## src/hw/rtl/assert_macros.svh

```systemverilog
// Assertion helpers shared by the parser RTL.
`ifndef ASSERT_MACROS_SVH
`define ASSERT_MACROS_SVH

// Check a property on every rising edge of clk while out of reset.
`define ASSERT_CLK(label, prop, msg) \
    label: assert property (@(posedge clk) disable iff (!rst_n) (prop)) else $error(msg);

// Check that a condition never holds on a rising edge of clk.
`define ASSERT_NEVER(label, cond, msg) \
    `ASSERT_CLK(label, !(cond), msg)

`endif

```

## src/hw/rtl/fsp_pkg.sv

```systemverilog
`timescale 1ns / 1ps
// ----------------------------------------------------------------------------
// fsp_pkg: FASTA record parser shared types
// Transaction structs, result kinds, error codes, parser phases and the
// character classes used by the front end.
// ----------------------------------------------------------------------------
package fsp_pkg;

    typedef struct packed {
        logic [7:0] data_byte;
        logic       end_of_input;
    } in_item_t;

    typedef struct packed {
        logic [2:0]  kind;
        logic [7:0]  value;
        logic [31:0] record_length;
    } out_item_t;

    // Result kinds
    localparam logic [2:0] KIND_NAME  = 3'd0;
    localparam logic [2:0] KIND_DESC  = 3'd1;
    localparam logic [2:0] KIND_BASE  = 3'd2;
    localparam logic [2:0] KIND_END   = 3'd3;
    localparam logic [2:0] KIND_ERROR = 3'd4;

    // Error codes
    localparam logic [7:0] ERR_BAD_START  = 8'd0;
    localparam logic [7:0] ERR_EOF_NAME   = 8'd1;
    localparam logic [7:0] ERR_EOF_DESC   = 8'd2;
    localparam logic [7:0] ERR_BAD_BASE   = 8'd3;
    localparam logic [7:0] ERR_EMPTY_NAME = 8'd4;
    localparam logic [7:0] ERR_EMPTY_SEQ  = 8'd5;

    // Characters
    localparam logic [7:0] CH_GT    = 8'h3E;
    localparam logic [7:0] CH_LF    = 8'h0A;
    localparam logic [7:0] CH_CR    = 8'h0D;
    localparam logic [7:0] CH_TAB   = 8'h09;
    localparam logic [7:0] CH_SPACE = 8'h20;
    localparam logic [7:0] CH_UC_A  = 8'h41;
    localparam logic [7:0] CH_UC_Z  = 8'h5A;
    localparam logic [7:0] CASE_BIT = 8'h20;

    typedef enum logic [5:0] {
        PH_BETWEEN   = 6'b000001,
        PH_NAME      = 6'b000010,
        PH_DESC_SKIP = 6'b000100,
        PH_DESC      = 6'b001000,
        PH_SEQ       = 6'b010000,
        PH_ERROR     = 6'b100000
    } phase_t;

    function automatic logic is_space(input logic [7:0] c);
        return (c == CH_LF) || (c == CH_CR) || (c == CH_TAB) || (c == CH_SPACE);
    endfunction

    function automatic logic is_blank(input logic [7:0] c);
        return (c == CH_CR) || (c == CH_TAB) || (c == CH_SPACE);
    endfunction

    // IUPAC nucleotide letter, either case
    function automatic logic is_iupac(input logic [7:0] c);
        logic [7:0] lc;
        logic       ok;
        lc = ((c >= CH_UC_A) && (c <= CH_UC_Z)) ? (c | CASE_BIT) : c;
        case (lc) inside
            "a", "c", "g", "t", "u", "n", "r", "y", "k",
            "m", "s", "w", "b", "d", "h", "v", "x": ok = 1'b1;
            default: ok = 1'b0;
        endcase
        return ok;
    endfunction

endpackage

```

## src/hw/rtl/fsp_front.sv

```systemverilog
`timescale 1ns / 1ps
// ----------------------------------------------------------------------------
// fsp_front: FASTA parser front end
// Classifies each accepted byte against the record phase and forms at most
// one result per byte.
// ----------------------------------------------------------------------------
`include "assert_macros.svh"

module fsp_front #(
    parameter int LENGTH_BITS = 32
) (
    input  logic               clk,
    input  logic               rst_n,
    input  logic               accept,
    input  fsp_pkg::in_item_t  item,
    output logic               res_valid,
    output fsp_pkg::out_item_t res
);

    fsp_pkg::phase_t        phase_reg, phase_next;
    logic                   name_nonempty_reg, name_nonempty_next;
    logic [LENGTH_BITS-1:0] count_reg, count_next;
    logic [31:0]            len_sat;
    logic [7:0]             c;
    logic                   eof;

    assign c   = item.data_byte;
    assign eof = item.end_of_input;

    // Clamp the running count to the 32-bit result field
    generate
        if (LENGTH_BITS > 32) begin : g_wide
            assign len_sat = (|count_reg[LENGTH_BITS-1:32]) ? '1 : count_reg[31:0];
        end
        else if (LENGTH_BITS == 32) begin : g_exact
            assign len_sat = count_reg;
        end
        else begin : g_narrow
            assign len_sat = {{(32-LENGTH_BITS){1'b0}}, count_reg};
        end
    endgenerate

    always_comb
    begin
        phase_next         = phase_reg;
        name_nonempty_next = name_nonempty_reg;
        count_next         = count_reg;
        res_valid          = 1'b0;
        res                = '0;
        if (accept)
        begin
            unique case (phase_reg)
                fsp_pkg::PH_BETWEEN:
                begin
                    if (!eof && !fsp_pkg::is_space(c))
                    begin
                        if (c != fsp_pkg::CH_GT)
                        begin
                            res_valid  = 1'b1;
                            res.kind   = fsp_pkg::KIND_ERROR;
                            res.value  = fsp_pkg::ERR_BAD_START;
                            phase_next = fsp_pkg::PH_ERROR;
                        end
                        else
                        begin
                            phase_next         = fsp_pkg::PH_NAME;
                            name_nonempty_next = 1'b0;
                            count_next         = '0;
                        end
                    end
                end
                fsp_pkg::PH_NAME:
                begin
                    if (eof)
                    begin
                        res_valid  = 1'b1;
                        res.kind   = fsp_pkg::KIND_ERROR;
                        res.value  = fsp_pkg::ERR_EOF_NAME;
                        phase_next = fsp_pkg::PH_ERROR;
                    end
                    else if (fsp_pkg::is_space(c))
                    begin
                        phase_next = (c == fsp_pkg::CH_LF) ? fsp_pkg::PH_SEQ
                                                           : fsp_pkg::PH_DESC_SKIP;
                    end
                    else
                    begin
                        name_nonempty_next = 1'b1;
                        res_valid          = 1'b1;
                        res.kind           = fsp_pkg::KIND_NAME;
                        res.value          = c;
                    end
                end
                fsp_pkg::PH_DESC_SKIP, fsp_pkg::PH_DESC:
                begin
                    if (eof)
                    begin
                        res_valid  = 1'b1;
                        res.kind   = fsp_pkg::KIND_ERROR;
                        res.value  = fsp_pkg::ERR_EOF_DESC;
                        phase_next = fsp_pkg::PH_ERROR;
                    end
                    else if (c == fsp_pkg::CH_LF)
                    begin
                        phase_next = fsp_pkg::PH_SEQ;
                    end
                    else if (!((phase_reg == fsp_pkg::PH_DESC_SKIP) && fsp_pkg::is_blank(c)))
                    begin
                        phase_next = fsp_pkg::PH_DESC;
                        res_valid  = 1'b1;
                        res.kind   = fsp_pkg::KIND_DESC;
                        res.value  = c;
                    end
                end
                fsp_pkg::PH_SEQ:
                begin
                    if (eof || (!fsp_pkg::is_space(c) && (c == fsp_pkg::CH_GT)))
                    begin
                        // Close the record
                        res_valid = 1'b1;
                        if (!name_nonempty_reg)
                        begin
                            res.kind   = fsp_pkg::KIND_ERROR;
                            res.value  = fsp_pkg::ERR_EMPTY_NAME;
                            phase_next = fsp_pkg::PH_ERROR;
                        end
                        else if (count_reg == '0)
                        begin
                            res.kind   = fsp_pkg::KIND_ERROR;
                            res.value  = fsp_pkg::ERR_EMPTY_SEQ;
                            phase_next = fsp_pkg::PH_ERROR;
                        end
                        else
                        begin
                            res.kind           = fsp_pkg::KIND_END;
                            res.record_length  = len_sat;
                            phase_next         = eof ? fsp_pkg::PH_BETWEEN : fsp_pkg::PH_NAME;
                            name_nonempty_next = 1'b0;
                            count_next         = '0;
                        end
                    end
                    else if (!fsp_pkg::is_space(c))
                    begin
                        res_valid = 1'b1;
                        if (!fsp_pkg::is_iupac(c))
                        begin
                            res.kind   = fsp_pkg::KIND_ERROR;
                            res.value  = fsp_pkg::ERR_BAD_BASE;
                            phase_next = fsp_pkg::PH_ERROR;
                        end
                        else
                        begin
                            res.kind  = fsp_pkg::KIND_BASE;
                            res.value = c;
                            if (count_reg != '1)
                            begin
                                count_next = count_reg + 1'b1;
                            end
                        end
                    end
                end
                fsp_pkg::PH_ERROR:
                begin
                    phase_next = fsp_pkg::PH_ERROR;
                end
                default:
                begin
                    phase_next = fsp_pkg::PH_ERROR;
                end
            endcase
        end
    end

    always_ff @(posedge clk or negedge rst_n)
    begin
        if (!rst_n)
        begin
            phase_reg         <= fsp_pkg::PH_BETWEEN;
            name_nonempty_reg <= 1'b0;
            count_reg         <= '0;
        end
        else
        begin
            phase_reg         <= phase_next;
            name_nonempty_reg <= name_nonempty_next;
            count_reg         <= count_next;
        end
    end

    `ASSERT_CLK(a_error_holds,
        (phase_reg == fsp_pkg::PH_ERROR) |=> (phase_reg == fsp_pkg::PH_ERROR),
        "error phase left before reset")
    `ASSERT_CLK(a_error_enters,
        (res_valid && (res.kind == fsp_pkg::KIND_ERROR)) |=> (phase_reg == fsp_pkg::PH_ERROR),
        "error reported without entering error phase")
    `ASSERT_NEVER(a_no_result_in_error,
        res_valid && (phase_reg == fsp_pkg::PH_ERROR),
        "result produced after an error")

endmodule

```

## src/hw/rtl/fsp_queue.sv

```systemverilog
`timescale 1ns / 1ps
// ----------------------------------------------------------------------------
// fsp_queue: result queue
// Small register queue between the parser front end and the result port.
// ----------------------------------------------------------------------------
`include "assert_macros.svh"

module fsp_queue #(
    parameter int DEPTH = 4
) (
    input  logic               clk,
    input  logic               rst_n,
    input  logic               wr_en,
    input  fsp_pkg::out_item_t wr_data,
    input  logic               rd_en,
    output fsp_pkg::out_item_t rd_data,
    output logic               empty,
    output logic               full
);

    localparam int PTR_W = $clog2(DEPTH);
    localparam int CNT_W = $clog2(DEPTH + 1);
    localparam logic [PTR_W-1:0] PTR_LAST = PTR_W'(DEPTH - 1);
    localparam logic [CNT_W-1:0] CNT_FULL = CNT_W'(DEPTH);

    fsp_pkg::out_item_t store_reg [DEPTH];
    logic [PTR_W-1:0]   wr_ptr_reg, wr_ptr_next;
    logic [PTR_W-1:0]   rd_ptr_reg, rd_ptr_next;
    logic [CNT_W-1:0]   count_reg, count_next;
    logic               do_wr, do_rd;

    assign empty   = (count_reg == '0);
    assign full    = (count_reg == CNT_FULL);
    assign do_wr   = wr_en && !full;
    assign do_rd   = rd_en && !empty;
    assign rd_data = store_reg[rd_ptr_reg];

    always_comb
    begin
        wr_ptr_next = wr_ptr_reg;
        rd_ptr_next = rd_ptr_reg;
        count_next  = count_reg;
        if (do_wr)
        begin
            wr_ptr_next = (wr_ptr_reg == PTR_LAST) ? '0 : wr_ptr_reg + 1'b1;
        end
        if (do_rd)
        begin
            rd_ptr_next = (rd_ptr_reg == PTR_LAST) ? '0 : rd_ptr_reg + 1'b1;
        end
        if (do_wr && !do_rd)
        begin
            count_next = count_reg + 1'b1;
        end
        else if (do_rd && !do_wr)
        begin
            count_next = count_reg - 1'b1;
        end
    end

    always_ff @(posedge clk or negedge rst_n)
    begin
        if (!rst_n)
        begin
            wr_ptr_reg <= '0;
            rd_ptr_reg <= '0;
            count_reg  <= '0;
        end
        else
        begin
            wr_ptr_reg <= wr_ptr_next;
            rd_ptr_reg <= rd_ptr_next;
            count_reg  <= count_next;
        end
    end

    always_ff @(posedge clk)
    begin
        if (do_wr)
        begin
            store_reg[wr_ptr_reg] <= wr_data;
        end
    end

    `ASSERT_CLK(a_count_bound, count_reg <= CNT_FULL, "queue count beyond depth")
    `ASSERT_CLK(a_count_up, (do_wr && !do_rd) |=> (count_reg == $past(count_reg) + 1'b1), "queue count missed a write")

endmodule

```

## src/hw/rtl/fasta_record_parser.sv

```systemverilog
`timescale 1ns / 1ps
// ----------------------------------------------------------------------------
// fasta_record_parser: byte-serial FASTA record parser
// Splits a FASTA text stream into name, description and sequence bytes,
// checks bases against the IUPAC letters and reports record ends and errors.
// ----------------------------------------------------------------------------
//
//  Channel  Handshake      Payload
//  -------  -------------  -------------------------------------------
//  input    push / full    item   : data_byte, end_of_input
//  result   pop / empty    result : kind, value, record_length
//
// One input transaction is taken per cycle while the queue is not full;
// the front end classifies it in the accepting cycle and writes any result
// into the result queue, which shows it from the cycle after its input
// unless older results wait ahead. full rises only when QUEUE_DEPTH results
// wait unread; pop frees a slot that push may use from the next cycle on.
// Reset (rst_n low) returns the parser to the between-records phase and
// empties the queue; an error holds the parser silent until reset.
// ----------------------------------------------------------------------------

module fasta_record_parser #(
    parameter int LENGTH_BITS = 32,
    parameter int QUEUE_DEPTH = 4
) (
    input  logic               clk,
    input  logic               rst_n,
    input  logic               push,
    output logic               full,
    input  fsp_pkg::in_item_t  item,
    output logic               empty,
    input  logic               pop,
    output fsp_pkg::out_item_t result
);

    logic               accept;
    logic               res_valid;
    fsp_pkg::out_item_t res;

    // Accept an input transaction whenever the queue has room
    assign accept = push && !full;

    // Front end: phase tracking and byte classification
    fsp_front #(
        .LENGTH_BITS (LENGTH_BITS)
    ) u_front (
        .clk       (clk),
        .rst_n     (rst_n),
        .accept    (accept),
        .item      (item),
        .res_valid (res_valid),
        .res       (res)
    );

    // Back end: hold results until the consumer pops them
    fsp_queue #(
        .DEPTH (QUEUE_DEPTH)
    ) u_queue (
        .clk     (clk),
        .rst_n   (rst_n),
        .wr_en   (res_valid),
        .wr_data (res),
        .rd_en   (pop),
        .rd_data (result),
        .empty   (empty),
        .full    (full)
    );

endmodule

```

## config.mk

```make
export PLATFORM = sky130hd
export DESIGN_NAME = fasta_record_parser
export DESIGN_NICKNAME = d
export VERILOG_FILES = /design/src/hw/rtl/fsp_pkg.sv /design/src/hw/rtl/fsp_front.sv /design/src/hw/rtl/fsp_queue.sv /design/src/hw/rtl/fasta_record_parser.sv
export VERILOG_INCLUDE_DIRS = /design/src /design/src/hw/rtl
export SDC_FILE = /design/constraint.sdc
export NUM_CORES = 1
export LEC_CHECK = 0
export ABC_AREA = 1
export BUFFER_PORTS_ARGS = -buffer_cell sky130_fd_sc_hd__buf_2
export CORE_ASPECT_RATIO = 0.8
export CORE_MARGIN = 3
export CORE_UTILIZATION = 51
export CTS_CLUSTER_DIAMETER = 120
export DETAILED_ROUTE_END_ITERATION = 12
export PLACE_DENSITY = 0.65
export SYNTH_ARGS = -nofsm -noshare
export SYNTH_HDL_FRONTEND = slang
export SYNTH_SLANG_ARGS = --single-unit
```

## constraint.sdc

```tcl
create_clock -name clk -period 4.3 [get_ports clk]
set_input_delay 0.215 -clock clk [delete_from_list [all_inputs] [get_ports clk]]
set_output_delay 0.215 -clock clk [all_outputs]
set_load 0.005 [all_outputs]
```

Word-level counts from Yosys, hierarchy flattened
Memories as Yosys holds them, arrays and structs flattened.
Index checks and enable logic that the tools add are counted.
{"block": "op_classes", "add_sub_neg": 5, "order_cmp": 2, "eq_ne": 45, "mux": 73, "n_reduce_logical": 31}
{"operator": "$mux 32", "n": 12}
{"operator": "$eq 8x7->1 const B", "n": 17}
{"operator": "$mux 11", "n": 9}
{"operator": "$mux 6", "n": 13}
{"operator": "$pmux 32 s2", "n": 1}
{"operator": "$pmux 11 s4", "n": 1}
{"operator": "$mux 43", "n": 1}
{"operator": "$add 32x1->32 const B", "n": 1}
{"operator": "$logic_not 32->1", "n": 1}
{"operator": "$ne 32x32->1 const B", "n": 1}
{"operator": "$eq 8x4->1 const B", "n": 3}
{"operator": "$pmux 6 s4", "n": 1}
{"operator": "$mux 1", "n": 23}
{"operator": "$reduce_or 17->1", "n": 1}
{"operator": "$eq 8x6->1 const B", "n": 2}
{"operator": "$mux 3", "n": 4}
{"operator": "$logic_and 1x1->1", "n": 9}
{"operator": "$mux 9", "n": 1}
{"operator": "$ne 3x2->1 const B", "n": 3}
{"operator": "$reduce_and 9->1", "n": 1}
{"operator": "$ge 8x7->1 const B", "n": 1}
{"operator": "$le 8x7->1 const B", "n": 1}
{"operator": "$mux 8", "n": 1}
{"operator": "$ne 8x6->1 const B", "n": 1}
{"operator": "other kinds (27)", "n": 47}
{"block": "word_totals", "register_bits": 46, "ram_bits": 172, "input_bits": 13, "output_inout_bits": 45, "elab_cells": 163, "n_memories": 1}
{"name": "u_queue.store_reg", "depth": 4, "word_bits": 43, "read_ports": 1, "rd_ports_with_merged_regs": 0, "write_ports": 1, "line_no": "fsp_queue.sv:26", "text": "fsp_pkg::out_item_t store_reg [DEPTH];"}

Depth between registers and ports, before layout
Gate-level depths: netlist of run 1.
{"block": "depth", "word_depth": 15, "depth_mapped": 17, "ltp_nobuf": 16}

Cells and area by module
A second synthesis of run 1 with hierarchy kept.
{"block": "hier_totals", "cells_unflattened": 1282, "area_unflattened_um2": 11233.3}
{"module": "fsp_queue", "instances": 1, "cells_each": 562, "area_per_inst_um2": 7225.7, "seq_area_each_um2": 5340.1}
{"module": "fsp_front", "instances": 1, "cells_each": 718, "area_per_inst_um2": 3997.6, "seq_area_each_um2": 977.2}
{"module": "fasta_record_parser", "instances": 1, "cells_each": 2, "area_per_inst_um2": 10.0, "seq_area_each_um2": 0.0}

Least setup slack after synthesis of run 1
Ideal clock, no wire load.
{"block": "synth_path", "kind": "reg2reg", "startpoint": "reg u_front.phase_reg[5]", "endpoint": "mem u_queue.store_reg[0][0] in the netlist's numbering, enable pin", "setup_time_ns": 0.444, "t_arrival_ns": 3.091, "required_ns": 3.856, "path_slack_ns": 0.766, "stages_incl_launch_ff": 8, "path_buffers": 0, "period_less_slack_ns": 3.534, "cell_sequence": "dfrtp_1 -> nor2_1 -> nand4_1 -> nor2_1 -> nand2_1 -> nand4_1 -> nand2_1 -> nor2_1"}
{"block": "synth_via", "elab_chain_len": 10, "elab_cells_between_ends": 15, "cone_classes": "5 x eq/ne; 7 x mux; 3 x reduce/logical"}
{"item": "start: declaration", "line_no": "fsp_front.sv:20", "text": "fsp_pkg::phase_t phase_reg, phase_next;"}
{"item": "start signal: assignment", "line_no": "fsp_front.sv:178", "text": "phase_reg <= fsp_pkg::PH_BETWEEN;"}
{"item": "start signal: assignment", "line_no": "fsp_front.sv:184", "text": "phase_reg <= phase_next;"}
{"item": "$eq 6x3->1", "line_no": "fsp_front.sv:52, fsp_front.sv:107"}
{"item": "$logic_and 1x1->1", "line_no": "fsp_front.sv:107", "text": "else if (!((phase_reg == fsp_pkg::PH_DESC_SKIP) && fsp_pkg::is_blank(c)))"}
{"item": "$mux 1", "line_no": "fsp_front.sv:107"}
{"item": "$mux 1", "line_no": "fsp_front.sv:103", "text": "else if (c == fsp_pkg::CH_LF)"}
{"item": "$mux 1", "line_no": "fsp_front.sv:96", "text": "if (eof)"}
{"item": "$pmux 1 s4 (*)", "line_no": "fsp_front.sv:52", "text": "unique case (phase_reg)"}
{"item": "$mux 1 (*)", "line_no": "fsp_front.sv:50", "text": "if (accept)"}
{"item": "$logic_and 1x1->1 (*)", "line_no": "fsp_queue.sv:34", "text": "assign do_wr = wr_en && !full;"}
{"item": "$mux 1 (*)", "line_no": "fsp_queue.sv:79", "text": "if (do_wr)"}
{"item": "$mux 1 (not written as such) (*)", "line_no": "fsp_queue.sv:81", "text": "store_reg[wr_ptr_reg] <= wr_data;"}
{"item": "end: declaration", "line_no": "fsp_queue.sv:26"}
Every way passes the cells marked *; elsewhere a longest branch is shown, timed or not.

Worst setup path after layout of run 1
{"block": "layout_path", "startpoint": "reg u_front.phase_reg[5]", "endpoint": "reg u_queue.count_reg[2]"}
{"block": "layout_via", "elab_chain_len": 11, "elab_cells_between_ends": 18, "cone_classes": "5 x eq/ne; 6 x mux; 7 x reduce/logical"}
{"item": "$eq 6x3->1", "line_no": "fsp_front.sv:52, fsp_front.sv:107"}
{"item": "$logic_and 1x1->1", "line_no": "fsp_front.sv:107"}
{"item": "$mux 1", "line_no": "fsp_front.sv:107"}
{"item": "$mux 1", "line_no": "fsp_front.sv:103"}
{"item": "$mux 1", "line_no": "fsp_front.sv:96"}
{"item": "$pmux 1 s4 (*)", "line_no": "fsp_front.sv:52"}
{"item": "$mux 1 (*)", "line_no": "fsp_front.sv:50"}
{"item": "$logic_and 1x1->1 (*)", "line_no": "fsp_queue.sv:34"}
{"item": "via u_queue.do_wr", "line_no": "fsp_queue.sv:30", "text": "logic do_wr, do_rd;"}
{"item": "$logic_not 1->1", "line_no": "fsp_queue.sv:55", "text": "else if (do_rd && !do_wr)"}
{"item": "$logic_and 1x1->1", "line_no": "fsp_queue.sv:55"}
{"item": "$reduce_bool 2->1 (no line)"}
{"item": "end signal: assignment", "line_no": "fsp_queue.sv:73", "text": "count_reg <= count_next;"}
{"item": "end: declaration", "line_no": "fsp_queue.sv:29", "text": "logic [CNT_W-1:0] count_reg, count_next;"}
The timed path passes the listed nets; every way through them passes the cells marked *.
A chain may end at the register's enable or synchronous reset.

==> impl_metrics.json, run 1 <==
{
  "status": "completed",
  "hold_class": "primary input to flip-flop",
  "crit_type": "flip-flop to flip-flop",
  "drc": 0,
  "synth_xor_area_share_pct": 1.16,
  "hold_viol_final": 0,
  "post-place-ws_ps": 1370,
  "cp-end-kind": "flip-flop",
  "synth_top_family_by_area": "simple AND/OR/NAND/NOR gates",
  "whs_path_depth": 4,
  "skew_ps": 12.0,
  "die_h_um": 135,
  "min-delay-start": "pop",
  "critPathArrivalTime_ps": 3380,
  "portBuffers": 57,
  "slew_headroom_pct": 23.4,
  "grt_usage_pct": 23.0,
  "r2r_start": "u_front.phase_reg[5]",
  "async_flop_share_pct": 21.1,
  "grt_max_degree": 89,
  "synth_top_flop_cell": "edfxtp_1",
  "cts_buffers": 23,
  "fmax_mhz": 335,
  "required_ps": 4700,
  "core_area_um2": 20100,
  "netlist_instances": 1152,
  "cts_max_level": 1,
  "grt_pass1_vias": 7472,
  "synth_edf_count": 172,
  "ff2ff_path_depth": 13,
  "layout-area-overhead-vs-synth_pct": 11.8,
  "drt_iter0_markers": 855,
  "synth_fa_ha_area_share_pct": 1.13,
  "place_congestion": 0.950,
  "dieArea_um2": 22600,
  "switching_share_pct": 30.1,
  "cellLeakagePower_nw": 4.08,
  "final_nets": 1222,
  "largest_reg_flops": 172,
  "final_antenna_net_count": 0,
  "tightest_slew_ps": 1150,
  "cts-resized-gates": 0,
  "hpwl_mm": 16.9,
  "syn_area_per_cell_um2": 9.20,
  "cts_tree": "done",
  "min_to": "u_queue.rd_ptr_reg[0]",
  "clk_latency_ps": 530,
  "cp_max_fo": 8,
  "setup_ws_ps": 1320,
  "nFillCells": 1733,
  "maxSlewViolCount": 0,
  "whs_ps": 86.7,
  "p_comb_share_pct": 21.7,
  "ys_types": 40,
  "diodes": 0,
  "ir_worst_vdd_uv": 333,
  "initial_core_util_pct": 52.8,
  "synth_top_area_share_pct": 48.7,
  "dr_total_vias": 8235,
  "max_cap_viol_count": 0,
  "via_per_inst": 5.57,
  "path_clk_slew_ps": 60,
  "layout_commonest_cell": "nand2_1",
  "power_mw": 5.30,
  "period_needed_ps": 2990,
  "routed_wirelength_mm": 26.1,
  "cts_setup_buffers": 0,
  "synth_top_area_cell": "edfxtp_1",
  "cts_sinks": 218,
  "pwr-share-clk_pct": 34.9,
  "ioPinCount": 58,
  "p_switching_mw": 1.60,
  "rsz0062_at_grt": "false",
  "r2r_slack_ps": 1320,
  "fin_setup_tns_ps": 0,
  "grt_overflow": 0,
  "p_seq_share_pct": 43.4,
  "die_x_um": 167,
  "synth-compound-area-share_pct": 8.08,
  "cts_buffer_depth": 3,
  "final_area_um2": 11800,
  "wl_per_cell_um": 17.7,
  "synthSimpleGateAreaFrac_pct": 24.7,
  "drive_gt1_share_pct": 10.9,
  "grt_pass1_wl_mm": 41.5,
  "layout_common_cells": "nand2_1, nor2_1, edfxtp_1",
  "root_buffer": "clkbuf_16",
  "netlist_area_um2": 10600,
  "place_area_um2": 11100,
  "syn_nets": 1174,
  "num_rows": 46,
  "antenna_found_initial": 0,
  "cp-start-kind": "flip-flop",
  "min_period_over_period_pct": 69.4,
  "seq_area_frac_synth_pct": 59.6,
  "synth_seq_cells": 218,
  "firstDrtPassIters": 6,
  "synth_area_leaders": "edfxtp_1, dfrtp_1, nand2_1",
  "yosys_warnings": 0,
  "p_per_area_nw_per_um2": 447,
  "setup_viol": 0,
  "intPower_mw": 3.70,
  "muxShareOfSynthArea_pct": 0.106,
  "worst_r2r_endpoint": "u_queue.count_reg[2]"
}
layer usage:
layer	up-vias	track usage [%]	wire, um
li1	4034	-	-
met4	0	4.41	446
met2	282	33.3	10800
met5	-	0	0
met1	3885	36.8	12900
met3	34	4.18	1890
stage by stage:
stage | util (%) | std cells
detailed placement | 55.5 | 1438
floorplan | - | 1152
finish | 59.0 | 1479
CTS | 59.0 | 1479
global placement | 55.5 | 1438
global route | 59.0 | 1479
how the worst max path moves through the flow:
stage	startpoint	end	slack (ps)	depth (start not counted)
2_1_floorplan	u_front.phase_reg[5]	u_queue.store_reg[0][0]	770	7
3_3_place_gp	item[4]	u_queue.count_reg[1]	1420	15
3_5_place_dp	u_front.phase_reg[0]	u_queue.count_reg[1]	1370	12
4_1_cts	u_front.phase_reg[0]	u_queue.count_reg[1]	1350	12
5_1_grt	u_front.phase_reg[5]	u_queue.count_reg[2]	1060	13
6_report	u_front.phase_reg[5]	u_queue.count_reg[2]	1320	13
final cells by class:
type	instances	area (um^2)	share of cell area, %
Clock buffer	28	594	5.02
Clock inverter	12	103	0.866
Inverter	87	327	2.76
Multi-Input combinational cell	796	3760	31.7
Sequential cell	218	6320	53.3
Tap cell	264	330	2.79
Timing Repair Buffer	74	415	3.51
power by group through the flow:
stage               clock, mW  sequential (mW)  combinational, mW
finish                   1.85             2.30               1.15
global route             1.98             2.30               1.28
CTS                      1.88             2.30               1.16
detailed placement          0             2.34               1.16
global placement            0             2.34               1.14
floorplan                   0             2.34              0.704
worst max-delay path, stage by stage, from the launching register on:
cell and delay, ps:
dfrtp_1 390, nor2_1 230, nand4_1 230, nor2_1 250, nand2_1 110, nand4_1 110
nand2_1 300, inv_1 170, ha_1 150, inv_1 70, fa_1 450, a21oi_1 150
o21ai_0 110, xor2_1 150
synth_stat cells (all sizes together) (2+ instances only):
cell type    n
o21ai       99
nand3       91
nor4         3
a21oi       10
nand4       13
clkinv       2
o22ai       44
edfxtp     172
nor2       207
dfrtp       45
ha           8
nand2      233
inv         85
nor3        62
clkbuf      36
nand3b       3
xor2        13
buf         15
cells by family (layout without fill, tap and decap cells):
kind of cell	count (synthesis)	count (layout)
muxes	1	1
adders and majority gates	9	9
and+or+nand+nor	615	615
xor gates and xnor gates	14	14
AOI/OAI and AO/OA	157	157
buffers and inverters	138	201
DFF	218	218
repair_timing:
item	CTS	global route
endpoints found under the setup margin	0	0
hold endpoints to repair	45	0
hold buffers	1	0
Note: power is estimated with default switching activity, not from simulation.
==> run 2, diff against run 1 <==
--- a/config.mk
+++ b/config.mk
@@ -6,14 +6,14 @@
 export SDC_FILE = /design/constraint.sdc
 export NUM_CORES = 1
 export LEC_CHECK = 0
-export ABC_AREA = 1
+export ABC_AREA = 0
 export BUFFER_PORTS_ARGS = -buffer_cell sky130_fd_sc_hd__buf_2
 export CORE_ASPECT_RATIO = 0.8
 export CORE_MARGIN = 3
 export CORE_UTILIZATION = 51
 export CTS_CLUSTER_DIAMETER = 120
 export DETAILED_ROUTE_END_ITERATION = 12
-export PLACE_DENSITY = 0.65
+export PLACE_DENSITY = 0.66
 export SYNTH_ARGS = -nofsm -noshare
 export SYNTH_HDL_FRONTEND = slang
 export SYNTH_SLANG_ARGS = --single-unit
==> constraint.sdc (replaced) <==
create_clock -name clk -period 2.9 [get_ports clk]
set_input_delay 0.145 -clock clk [delete_from_list [all_inputs] [get_ports clk]]
set_output_delay 0.145 -clock clk [all_outputs]
set_load 0.005 [all_outputs]
==> run 2 against run 1 <==
  * Sequential share of layout area up 1.8 points
  * Via count is 26% lower
  * Clock skew rose by 3.4 ps
  * Global-route usage is 2.9 points lower
  * Synthesized cell count is 43% lower
  * Worst setup slack got worse by 1100 ps
  * Wire length decreased by 21%
  * Hold slack improved by 16 ps
  * Register-to-register slack worse by 1100 ps
  * Sequential power rose by 53%
  * Die area is 6.5% lower
  * Count of clock-buffer cells in the layout decreased by 2
  * Critical endpoint is now u_front.count_reg[26]
  * Largest cell class unchanged
  * Largest power group unchanged
==> impl_metrics.json, run 2 <==
{
  "dr_total_vias": 6096,
  "cts_tree": "done",
  "layout-area-overhead-vs-synth_pct": 16.0,
  "crit_chain": "inv_1 > ha_1 > nor4b_1 > nand4_1 > o21ai_2 > a311oi_4 > buf_6 > o2111ai_4 > or4_1 > a21oi_1",
  "place_area_um2": 10600,
  "num_rows": 44,
  "synth_edf_count": 172,
  "die_h_um": 131,
  "synth_area_leaders": "edfxtp_1, dfrtp_1, mux4_2",
  "nFillCells": 1402,
  "firstDrtPassIters": 7,
  "via_per_inst": 5.96,
  "drt_iter0_markers": 521,
  "ys_types": 82,
  "cp-start-kind": "flip-flop",
  "slowest_stage": "or4_1",
  "portBuffers": 57,
  "p_per_area_nw_per_um2": 683,
  "syn_nets": 682,
  "cp-end-kind": "flip-flop",
  "max_stage_delay_ps": 480,
  "dieArea_um2": 21100,
  "fmax_mhz": 368,
  "cts_buffers": 23,
  "grt_usage_pct": 20.1,
  "skew_ps": 15.4,
  "setup_viol": 0,
  "max_cap_viol_count": 0,
  "synth_seq_cells": 218,
  "status": "completed",
  "largest_reg_flops": 172,
  "layout_commonest_cell": "edfxtp_1",
  "critPathArrivalTime_ps": 3150,
  "hold_viol_final": 0,
  "netlist_area_um2": 9880,
  "cp_num_buf_inv": 2,
  "synth_top_flop_cell": "edfxtp_1",
  "whs_ps": 102,
  "final_area_um2": 11500,
  "crit_type": "flip-flop to flip-flop",
  "min_period_over_period_pct": 93.7,
  "place_congestion": 0.919,
  "synth_top_area_cell": "edfxtp_1",
  "initial_core_util_pct": 53.3,
  "synth_commonest_cells": "edfxtp_1, dfrtp_1, mux4_2",
  "core_area_um2": 18600,
  "grt_pass1_vias": 6139,
  "layout_common_cells": "edfxtp_1, buf_2, mux4_2",
  "routed_wirelength_mm": 20.8,
  "die_x_um": 162,
  "maxSlewViolCount": 0,
  "hpwl_mm": 13.8,
  "grt_overflow": 0,
  "yosys_warnings": 0,
  "fin_setup_tns_ps": 0,
  "path_clk_slew_ps": 60,
  "netlist_instances": 660,
  "period_needed_ps": 2720,
  "diodes": 0,
  "async_flop_share_pct": 21.1,
  "slew_headroom_pct": 39.6,
  "cp_top_family": "compound AO/OA/AOI/OAI gates",
  "cts_sinks": 218,
  "clk_latency_ps": 510,
  "rsz0062_at_grt": "false",
  "syn_area_per_cell_um2": 15.0,
  "grt_pass1_wl_mm": 33.3,
  "cts_max_level": 1,
  "hold_class": "primary input to flip-flop",
  "final_antenna_net_count": 0,
  "synth_top_area_share_pct": 52.3,
  "drc": 0,
  "cts_buffer_depth": 3,
  "antenna_found_initial": 0,
  "cts_setup_buffers": 0,
  "wl_per_cell_um": 20.3,
  "required_ps": 3330,
  "drive_gt1_share_pct": 28.7,
  "yosysMostFrequentCell": "edfxtp_1",
  "tightest_slew_ps": 905,
  "final_nets": 774,
  "ioPinCount": 58,
  "ir_worst_vdd_uv": 751,
  "root_buffer": "clkbuf_16",
  "grt_max_degree": 40,
  "cellLeakagePower_nw": 4.33,
  "cp_max_fo": 9,
  "seq_area_frac_synth_pct": 63.9
}
run 2: final cells by class:
| type | instances | area, um^2 | share of cell area (%) |
|---|---|---|---|
| timing repair buffer | 93 | 577 | 5.03 |
| multi-input combinational | 399 | 3400 | 29.7 |
| clock buffer | 26 | 587 | 5.12 |
| sequential | 218 | 6320 | 55.2 |
| clock inverter | 16 | 196 | 1.71 |
| tap | 253 | 317 | 2.76 |
| inverter | 17 | 63.8 | 0.557 |
run 2: final timing paths:
kind | slack [ps] | from | depth (start not counted) | to
min | 100 | pop | 3 | u_queue.rd_ptr_reg[0]
min in group asynchronous | 310 | rst_n | 2 | u_front.phase_reg[2]
min reg2reg | 500 | u_queue.count_reg[2] | 1 | u_queue.count_reg[2]
max in group asynchronous | 1860 | rst_n | 3 | u_front.phase_reg[0]
max | 180 | u_front.count_reg[0] | 10 | u_front.count_reg[26]
max reg2reg | 180 | u_front.count_reg[0] | 10 | u_front.count_reg[26]
run 2: where the power goes:
part	internal, mW	switching (mW)
Combinational	0.723	0.603
Clock	1.83	1.16
Sequential	3.38	0.126
run 2: layer usage:
layer	part of all wire, %	wire (um)	vias to the layer above	track usage, %
met5	0	0	-	0
met4	1.7	345	0	4.66
met3	5.2	1080	26	3.34
met2	47	9810	177	32.3
met1	46	9520	3102	29.6
li1	-	-	2791	-
run 2: kinds of logic after synthesis:
family	Yosys count	synth area share, %
and+or+nand+nor	223	13.1
DFF	218	63.9
AOI/OAI and AO/OA	107	7.77
muxes	53	11.1
buffers and inverters	43	2.25
adders and majority gates	9	1.22
xor gates and xnor gates	7	0.620
run 2: stage by stage:
stage	util, %	instances	worst slack, ps	total power, mW
floorplan	-	660	188	4.43
global placement	57.1	978	76.0	4.92
detailed placement	57.1	978	30.3	4.94
CTS	61.5	1022	80.8	7.94
global route	61.8	1022	33.5	8.17
finish	61.8	1022	184	7.83
run 2: worst reg2reg max path, cell delays in order (launching register included):
cell and delay, ps:
dfrtp_1 400, inv_1 110, ha_1 220, nor4b_1 150, nand4_1 170, o21ai_2 150, a311oi_4 380, buf_6 200
o2111ai_4 210, or4_1 480, a21oi_1 180
run 2: repair_timing:
action                     4_1_cts  5_1_grt
hold endpoints to repair        39        0
hold buffers                     2        0
gates resized for setup          0       13
setup endpoints to repair        0        4
==> run 3, diff against run 2 <==
--- a/config.mk
+++ b/config.mk
@@ -14,6 +14,7 @@
 export CTS_CLUSTER_DIAMETER = 120
 export DETAILED_ROUTE_END_ITERATION = 12
 export PLACE_DENSITY = 0.66
+export RECOVER_POWER = 100
 export SYNTH_ARGS = -nofsm -noshare
 export SYNTH_HDL_FRONTEND = slang
 export SYNTH_SLANG_ARGS = --single-unit
==> constraint.sdc (replaced) <==
create_clock -name clk -period 2.9 [get_ports clk]
set_input_delay 0.58 -clock clk [delete_from_list [all_inputs] [get_ports clk]]
set_output_delay 0.58 -clock clk [all_outputs]
set_load 0.005 [all_outputs]
==> run 3 against run 2 <==
  * Sequential power fell by 2%
  * Maximum frequency shrank 0.43%
  * Critical endpoint is now result[20]
  * Critical path type is now flip-flop to output pin
  * Combinational power up 3%
  * Worst setup slack got worse by 12 ps
  * Global-route usage rose by 0.76 points
  * Clock power decreased by 8.7%
  * Sequential cell count stayed put
  * Wire length rose by 2.4%
  * Hold slack improved by 310 ps
  * Register-to-register slack better by 20 ps
  * Core utilization is 0.52 points higher
  * Largest power group unchanged
  * Sequential share of layout area decreased by 0.48 points
==> impl_metrics.json, run 3 (same netlist as run 2, synthesis figures left out) <==
{
  "fin_util_pct": 62.3,
  "final_nets": 806,
  "slew_headroom_pct": 3.76,
  "rsz0062_at_grt": "false",
  "p_seq_share_pct": 45.6,
  "die_x_um": 162,
  "max_cap_viol_count": 0,
  "layout_common_cells": "edfxtp_1, buf_4, mux4_2, dfrtp_1, clkbuf_1",
  "status": "completed",
  "worst_r2r_endpoint": "u_queue.count_reg[2]",
  "num_rows": 44,
  "cts_max_level": 1,
  "ff2ff_path_depth": 11,
  "nFillCells": 1430,
  "path_clk_slew_ps": 60,
  "tightest_slew_ps": 1440,
  "layout-area-overhead-vs-synth_pct": 17.0,
  "root_buffer": "clkbuf_16",
  "skew_ps": 15.8,
  "final_antenna_net_count": 0,
  "routed_wirelength_mm": 21.3,
  "portBuffers": 57,
  "crit_start": "u_queue.rd_ptr_reg[0]",
  "hpwl_mm": 14.3,
  "cellLeakagePower_nw": 4.29,
  "diodes": 0,
  "hold_buffers": 0,
  "grt_pass1_vias": 6493,
  "drc": 0,
  "critPathArrivalTime_ps": 2150,
  "hold_class": "primary input to asynchronous set/reset pin",
  "drive_gt1_share_pct": 25.5,
  "cts_buffers": 22,
  "setup_ws_ps": 172,
  "grt_usage_pct": 20.9,
  "dieArea_um2": 21100,
  "cts_tree": "done",
  "p_comb_share_pct": 18.1,
  "hold_viol_final": 0,
  "drt_iter0_markers": 701,
  "maxSlewViolCount": 0,
  "place_area_um2": 11000,
  "grt_pass1_wl_mm": 34.8,
  "switching_share_pct": 24.4,
  "cts_sinks": 218,
  "r2r_slack_ps": 200,
  "p_per_area_nw_per_um2": 652,
  "cp-end-kind": "output pin",
  "ir_worst_vdd_uv": 632,
  "die_h_um": 131,
  "pwr-share-clk_pct": 36.3,
  "fmax_mhz": 367,
  "dr_total_vias": 6351,
  "cp-start-kind": "flip-flop",
  "power_mw": 7.54,
  "initial_core_util_pct": 53.3,
  "wl_per_cell_um": 20.2,
  "period_needed_ps": 2730,
  "place_congestion": 0.936,
  "post-place-ws_ps": -223,
  "largest_reg_flops": 172,
  "firstDrtPassIters": 5,
  "cp_max_fo": 43,
  "layout_commonest_cell": "edfxtp_1",
  "grt_overflow": 0,
  "r2r_start": "u_front.phase_reg[2]",
  "required_ps": 2320,
  "ioPinCount": 58,
  "core_area_um2": 18600,
  "p_switching_mw": 1.84,
  "crit_type": "flip-flop to output pin",
  "final_area_um2": 11600,
  "intPower_mw": 5.70,
  "antenna_found_initial": 0,
  "setup_viol": 0,
  "cts_buffer_depth": 3,
  "min_period_over_period_pct": 94.1,
  "grt_max_degree": 44,
  "clk_latency_ps": 500,
  "via_per_inst": 6.03
}
run 3: worst max-delay path: stages, from the launching register on:
cell and delay (ps):
dfrtp_2 390, clkbuf_8 490, mux4_2 600, buf_2 150
run 3: area by class of cell:
cell class | instances | area (um^2) | area share, %
Inverter | 17 | 63.8 | 0.552
Timing Repair Buffer | 126 | 782 | 6.76
Sequential cell | 218 | 6320 | 54.7
Multi-Input combinational cell | 399 | 3370 | 29.1
Clock inverter | 8 | 71.3 | 0.617
Clock buffer | 32 | 638 | 5.52
Tap cell | 253 | 317 | 2.74
run 3: power by group through the flow:
stage | registers [mW] | clock network (mW) | logic, mW
detailed placement | 3.51 | 0 | 1.46
global placement | 3.50 | 0 | 1.44
finish | 3.44 | 2.73 | 1.37
CTS | 3.44 | 2.80 | 1.46
global route | 3.44 | 2.93 | 1.49
floorplan | 3.48 | 0 | 0.944
run 3: worst max path at each step:
stage / endpoint / slack, ps / cells past startpoint
global route: u_queue.count_reg[2] / 10 / 11
global placement: u_front.count_reg[22] / -120 / 8
finish: result[20] / 170 / 3
detailed placement: u_front.count_reg[26] / -220 / 8
CTS: u_queue.store_reg[3][34] / 40 / 9
floorplan: u_queue.count_reg[1] / -20 / 11
run 3: timing repair:
action                     CTS  global route
setup endpoints to repair    0            29
setup buffers                0             1
resized for setup            0             5
run 3: metal layers:
metal	up-vias	routed length, um	global-route usage, %
met5	-	0	0
met4	0	375	4.31
met3	36	1350	3.66
li1	2853	-	-
met2	239	10300	34.7
met1	3223	9240	29.8
run 3: per-stage QoR:
| stage | cells | TNS [ps] | hold slack [ps] |
|---|---|---|---|
| floorplan | 660 | -16.5 | 284 |
| global placement | 1012 | -3040 | 471 |
| detailed placement | 1012 | -5230 | 495 |
| CTS | 1052 | 0 | 93.2 |
| global route | 1053 | 0 | 520 |
| finish | 1053 | 0 | 412 |
